## src/sv/min_max_contiguous_partition_top_defines.svh

```systemverilog
// Assertion macros for the book partition search block.
`ifndef MIN_MAX_CONTIGUOUS_PARTITION_TOP_DEFINES_SVH
`define MIN_MAX_CONTIGUOUS_PARTITION_TOP_DEFINES_SVH

`ifndef SYNTH
`define MMCP_ASSERT_IMP(lbl, ante, cons) \
	lbl: assert property (@(posedge clk) disable iff (!arst_n) (ante) |-> (cons)) \
		else $error("mmcp check failed: same cycle");
`define MMCP_ASSERT_NXT(lbl, ante, cons) \
	lbl: assert property (@(posedge clk) disable iff (!arst_n) (ante) |=> (cons)) \
		else $error("mmcp check failed: next cycle");
`else
`define MMCP_ASSERT_IMP(lbl, ante, cons)
`define MMCP_ASSERT_NXT(lbl, ante, cons)
`endif

`endif

```

## src/sv/mmcp_pkg.sv

```systemverilog
// Shared types and constants for the book partition search block.
package mmcp_pkg;

	localparam int READER_W = 11;
	localparam int RES_W    = 26;

	typedef enum logic [2:0] {
		ST_IDLE,
		ST_CHECK,
		ST_MID,
		ST_PASS,
		ST_DONE
	} state_t;

	typedef struct packed {
		logic load;
		logic set_err;
		logic init_search;
		logic pass_start;
		logic pass_step;
		logic decide;
		logic clear;
	} dp_cmd_t;

	typedef struct packed {
		logic too_many;
		logic search_open;
		logic pass_done;
	} dp_stat_t;

endpackage

```

## src/sv/mmcp_ctrl.sv

```systemverilog
// Controller state machine: loading, binary search probes and result strobe.
module mmcp_ctrl (
	input  logic               clk,
	input  logic               arst_n,
	input  logic               start,
	input  logic               last_book,
	input  mmcp_pkg::dp_stat_t stat,
	output mmcp_pkg::dp_cmd_t  cmd,
	output logic               busy,
	output logic               done
);
	import mmcp_pkg::*;

	state_t state_q;
	state_t state_d;

	always_ff @(posedge clk or negedge arst_n) begin
		if (!arst_n) begin
			state_q <= ST_IDLE;
		end else begin
			state_q <= state_d;
		end
	end

	always_comb begin
		state_d = state_q;
		cmd     = '0;
		busy    = 1'b1;
		done    = 1'b0;
		case (state_q)
			ST_IDLE: begin
				busy = 1'b0;
				if (start) begin
					cmd.load = 1'b1;
					if (last_book) begin
						state_d = ST_CHECK;
					end
				end
			end
			ST_CHECK: begin
				if (stat.too_many) begin
					cmd.set_err = 1'b1;
					state_d     = ST_DONE;
				end else begin
					cmd.init_search = 1'b1;
					state_d         = ST_MID;
				end
			end
			ST_MID: begin
				if (stat.search_open) begin
					cmd.pass_start = 1'b1;
					state_d        = ST_PASS;
				end else begin
					state_d = ST_DONE;
				end
			end
			ST_PASS: begin
				// close the probe once the last read has been folded in
				if (stat.pass_done) begin
					cmd.decide = 1'b1;
					state_d    = ST_MID;
				end else begin
					cmd.pass_step = 1'b1;
				end
			end
			ST_DONE: begin
				done      = 1'b1;
				cmd.clear = 1'b1;
				state_d   = ST_IDLE;
			end
			default: begin
				state_d = ST_IDLE;
			end
		endcase
	end

endmodule

```

## config.mk

```make
export PLATFORM = sky130hd
export DESIGN_NAME = mmcp_ctrl
export DESIGN_NICKNAME = d
export VERILOG_FILES = /design/src/sv/min_max_contiguous_partition_top_defines.svh /design/src/sv/mmcp_pkg.sv /design/src/sv/mmcp_ctrl.sv
export SDC_FILE = /design/constraint.sdc
export NUM_CORES = 1
export LEC_CHECK = 0
export BUFFER_PORTS_ARGS = -buffer_cell sky130_fd_sc_hd__buf_2
export CAP_MARGIN = 25
export CORE_AREA = 10 10 47 49
export DETAILED_ROUTE_END_ITERATION = 12
export DIE_AREA = 0 0 57 59
export GPL_TIMING_DRIVEN = 0
export SLEW_MARGIN = 10
export SYNTH_ARGS = -nofsm -noshare
export SYNTH_HDL_FRONTEND = slang
export SYNTH_SLANG_ARGS = --single-unit
```

## constraint.sdc

```tcl
create_clock -name clk -period 2.1 [get_ports clk]
set_clock_uncertainty 0.1 [all_clocks]
set_input_delay 0.21 -clock clk [delete_from_list [all_inputs] [get_ports clk]]
set_output_delay 0.21 -clock clk [all_outputs]
set_load 0.02 [all_outputs]
```

# Yosys cells after proc, flatten, opt, wreduce, memory -nomap -nowiden
# Cells that the tools add are included.
# Widths: inputs -> output; s select.
word_totals:
  reg_bits: 3
  latch_bits: 0
  ramBits: 0
  rom_bits: 0
  inputBits: 7
  output_inout_bits: 9
  n_memories: 0
op_classes:
  addsub: 0
  n_mul: 0
  div_mod_pow: 0
  n_lt_le_gt_ge: 0
  eq_ne: 7
  shifts: 0
  muxes: 18
  n_bitwise: 0
  reduce_logical: 2
ops:
  columns: ["cell", "n"]
  rows:
  - ["$mux 3", 5]
  - ["$pmux 3 s4", 1]
  - ["$mux 1", 10]
  - ["$eq 3x2->1 const B", 2]
  - ["$ne 2x2->1 const B", 3]
  - ["$mux 2", 2]
  - ["$eq 3x1->1 const B", 1]
  - ["$eq 3x3->1 const B", 1]
  - ["$logic_not 3->1", 1]
  - ["$reduce_and 3->1", 1]

# Longest topological paths before layout
logic_depth:
  word_depth: 3
  depth_mapped: 3
  depth_no_buf: 2

# Worst setup path after synthesis
# Ideal clock, no wire load.
synth_path:
  path_kind: "reg2out"
  startpoint: "reg state_q[0]"
  endpoint: "out cmd[0] in the netlist's numbering"
  t_arrival_ps: 1395
  t_required_ps: 1790
  setup_slack_ps: 395
  stages_incl_launch_ff: 4
  cell_sequence: "dfrtp_1 -> buf_2 -> nor3b_1 -> buf_4"
synth_via:
  elab_chain_len: 2
synth_lines:
  columns: ["item", "line", "source"]
  rows:
  - ["from (decl)", "mmcp_ctrl.sv:14", "state_t state_q;"]
  - ["from (signal assigned)", "mmcp_ctrl.sv:21", "state_q <= state_d;"]
  - ["$eq 3x3->1", null, null]
  - ["$mux 1", null, null]
  - ["to (decl)", "mmcp_ctrl.sv:8", "output mmcp_pkg::dp_cmd_t cmd,"]
# Every way passes these cells.

==> flow_summary.yaml <==
timing:
  relSlewSlack: 0.8290
  min_period_over_period: 0.7976
  finalCriticalPeriod_ns: 1.675
  max_freq_mhz: 597.0
  drv_slew: 0
  finalSetupTns_ns: 0
  worstMarginPinSlew_ns: 0.2558
  grt_setup_unrepaired: "false"
  hold_viol: 0
  setup_viol: 0
placed_design:
  placed_area_um2: 342.8
  port_buffers: 15
  hpwl_um: 564.8
  place_congestion: 0.6480
synthesis:
  synth_top_family_by_area: "simple AND/OR/NAND/NOR gates"
  synth-seq-cells: 3
  post_synth_mux_area_share: 0
  synthesis.nets: 32
  yosysSeqAreaShare: 0.3030
  synthCells: 25
  synth_simple_gate_area_frac: 0.4646
  yosysUniqueCellTypes: 21
  syn_area_um2: 247.7
  synth-adder-area-share: 0
  yosysWarningCount: 0
  synth_compound_area_frac: 0.1162
  synth_xor_area_frac: 0
  yosys.area.top_type: "dfrtp_1"
  ys_top_cells_by_area: "dfrtp_1, nor4bb_1, nor4b_2, buf_6, a32o_1"
  synth_top_area_frac: 0.3030
  synth_area_per_cell_um2: 9.910
layout:
  top_register: "state_q"
  layout_commonest_cell: "buf_2"
  top_regs: "state_q: 3 flops"
  final_nets: 53
  fin_area_um2: 379.1
  largest_reg_flops: 3
  area_growth_syn_to_layout_pct: 53.03
  fill_cells: 162
  drive_above_1_share: 0.5333
  diodes: 0
  final_cell_mix: "buf_2, clkbuf_4, dfrtp_1, nor4bb_1"
setup_path:
  crit_fanout: 10
  start_kind: "flop"
  cp-end-kind: "primary output"
  worstSetupPathType: "reg2out"
  crit_arrival_ns: 1.36
  crit_required_ns: 1.79
grt:
  grt_pass1_wl_um: 1159
  grt_pass1_vias: 262
  antenna_found_initial: 0
  grt_remaining_overflow: 0
  grt_max_degree: 11
  track_usage: 0.04634
status:
  run_status: "finished, final reports clean"
power_and_ir_drop:
  p_leak_uw: 0.0001968
  swShare: 0.4440
  clkPwrFrac: 0.186
  power.density_mw_per_mm2: 1436
  p_comb_frac: 0.625
  internal-power_uw: 302.8
  p_sw_uw: 241.8
  ir_worst_vdd_mv: 0.2974
  power_frac_seq: 0.189
  power.total_uw: 544.6
clocking:
  cts_tree: "done"
  clkSlewWorstSetupHoldPaths_ns: 0.04
  cts_made_buffers: 3
  clk_path_buf_depth: 2
  cts_setup_buffers: 0
  clkLatencyLatePin_ns: 0.23
  cts_sinks: 3
  root_buffer: "clkbuf_4"
  cts-htree-levels: 1
routing:
  via_count: 262
  drt-initial-drc-count: 3
  drtAntennaViolNets: 0
  postRouteWirelength_um: 714
  drc_errors: 0
  routedWlPerCell_um: 11.70
  avgViaCountPerCell: 4.295
  drt_pre_antenna_iters: 2
die:
  coreArea_mm2: 0.001401
  die_w_um: 57
  die_h_um: 59
  pin_count: 16
  die_area_mm2: 0.003363
  rows: 14
  start_util: 0.1768
run:
  drv_cap: 0
worst_hold_path:
  hold_class: "in2reg"
-- logic make-up (layout without fill, tap and decap cells) --
family,Yosys count,in the layout
and+or+nand+nor,14,14
AOI/OAI and AO/OA,4,4
buffers and inverters,4,24
DFF,3,3
-- metrics by stage --
step / hold slack [ns] / util / setup WS (ns) / std cells
6_report: 0.1043 / 0.2705 / 0.4251 / 61
5_1_grt: 0.09858 / 0.2705 / 0.3244 / 61
4_1_cts: 0.1012 / 0.2705 / 0.4044 / 61
3_5_place_dp: -0.09286 / 0.2446 / 0.6717 / 56
3_3_place_gp: -0.09362 / 0.2446 / 0.6958 / 56
2_1_floorplan: -0.1856 / - / 0.3946 / 25
-- cells in the mapped netlist --
cell type and n:
dfrtp_1 3, buf_2 2, nor4bb_1 2, a21oi_1 1
a21oi_2 1, a32o_1 1, and3b_1 1, and4b_1 1
buf_4 1, buf_6 1, nand2_1 1, nand2b_1 1
nand3b_1 1, nor2b_1 1, nor3b_1 1, nor4b_1 1
nor4b_2 1, o21ai_1 1, or2_1 1, or3_1 1
or3b_1 1
-- final timing paths --
| check | startpoint | end | slack, ns | cells after the start |
|---|---|---|---|---|
| min in group asynchronous | arst_n | state_q[0]$_DFFE_PN0P_ | 0.20 | 2 |
| min reg2reg | state_q[2]$_DFFE_PN0P_ | state_q[2]$_DFFE_PN0P_ | 0.48 | 2 |
| max | state_q[0]$_DFFE_PN0P_ | cmd[0] | 0.43 | 4 |
| max reg2reg | state_q[1]$_DFFE_PN0P_ | state_q[2]$_DFFE_PN0P_ | 0.95 | 3 |
| min | last_book | state_q[0]$_DFFE_PN0P_ | 0.10 | 2 |
| max in group asynchronous | arst_n | state_q[2]$_DFFE_PN0P_ | 1.59 | 2 |
-- per-layer routing --
metal / track usage / routed length (µm) / up-vias
met3: 0.03433 / 75 / 0
met1: 0.03943 / 268 / 121
li1: - / - / 133
met2: 0.06202 / 370 / 8
met4: 0.06040 / 0 / 0
met5: 0 / 0 / -
-- area by class of cell --
type                    count  area (µm²)  share of cell area
well taps                  16       20.02             0.05281
clock buffers               4       26.28             0.06931
flip-flops and latches      3       75.07              0.1980
plain buffers               4       28.78             0.07591
multi-input cells          18       143.9              0.3795
repair buffers             16       85.08              0.2244
-- critical path, cell delays in order, from the launching register on --
cell     delay [ns]
dfrtp_1        0.41
buf_2          0.18
nor3b_1        0.24
buf_4          0.15
buf_2          0.15
-- power by group through the flow --
stage	combinational, µW	sequential [µW]	clock (µW)
6_report	341	103	101
5_1_grt	375	109	110
4_1_cts	344	104	107
3_5_place_dp	342	104	0
3_3_place_gp	338	103	0
2_1_floorplan	254	99.6	0
-- repair_timing --
item / 4_1_cts / 5_1_grt
hold endpoints to repair: 3 / 0
hold buffers: 1 / 0
gates resized for setup: 0 / 0
Power figures use the tool's default switching activity.
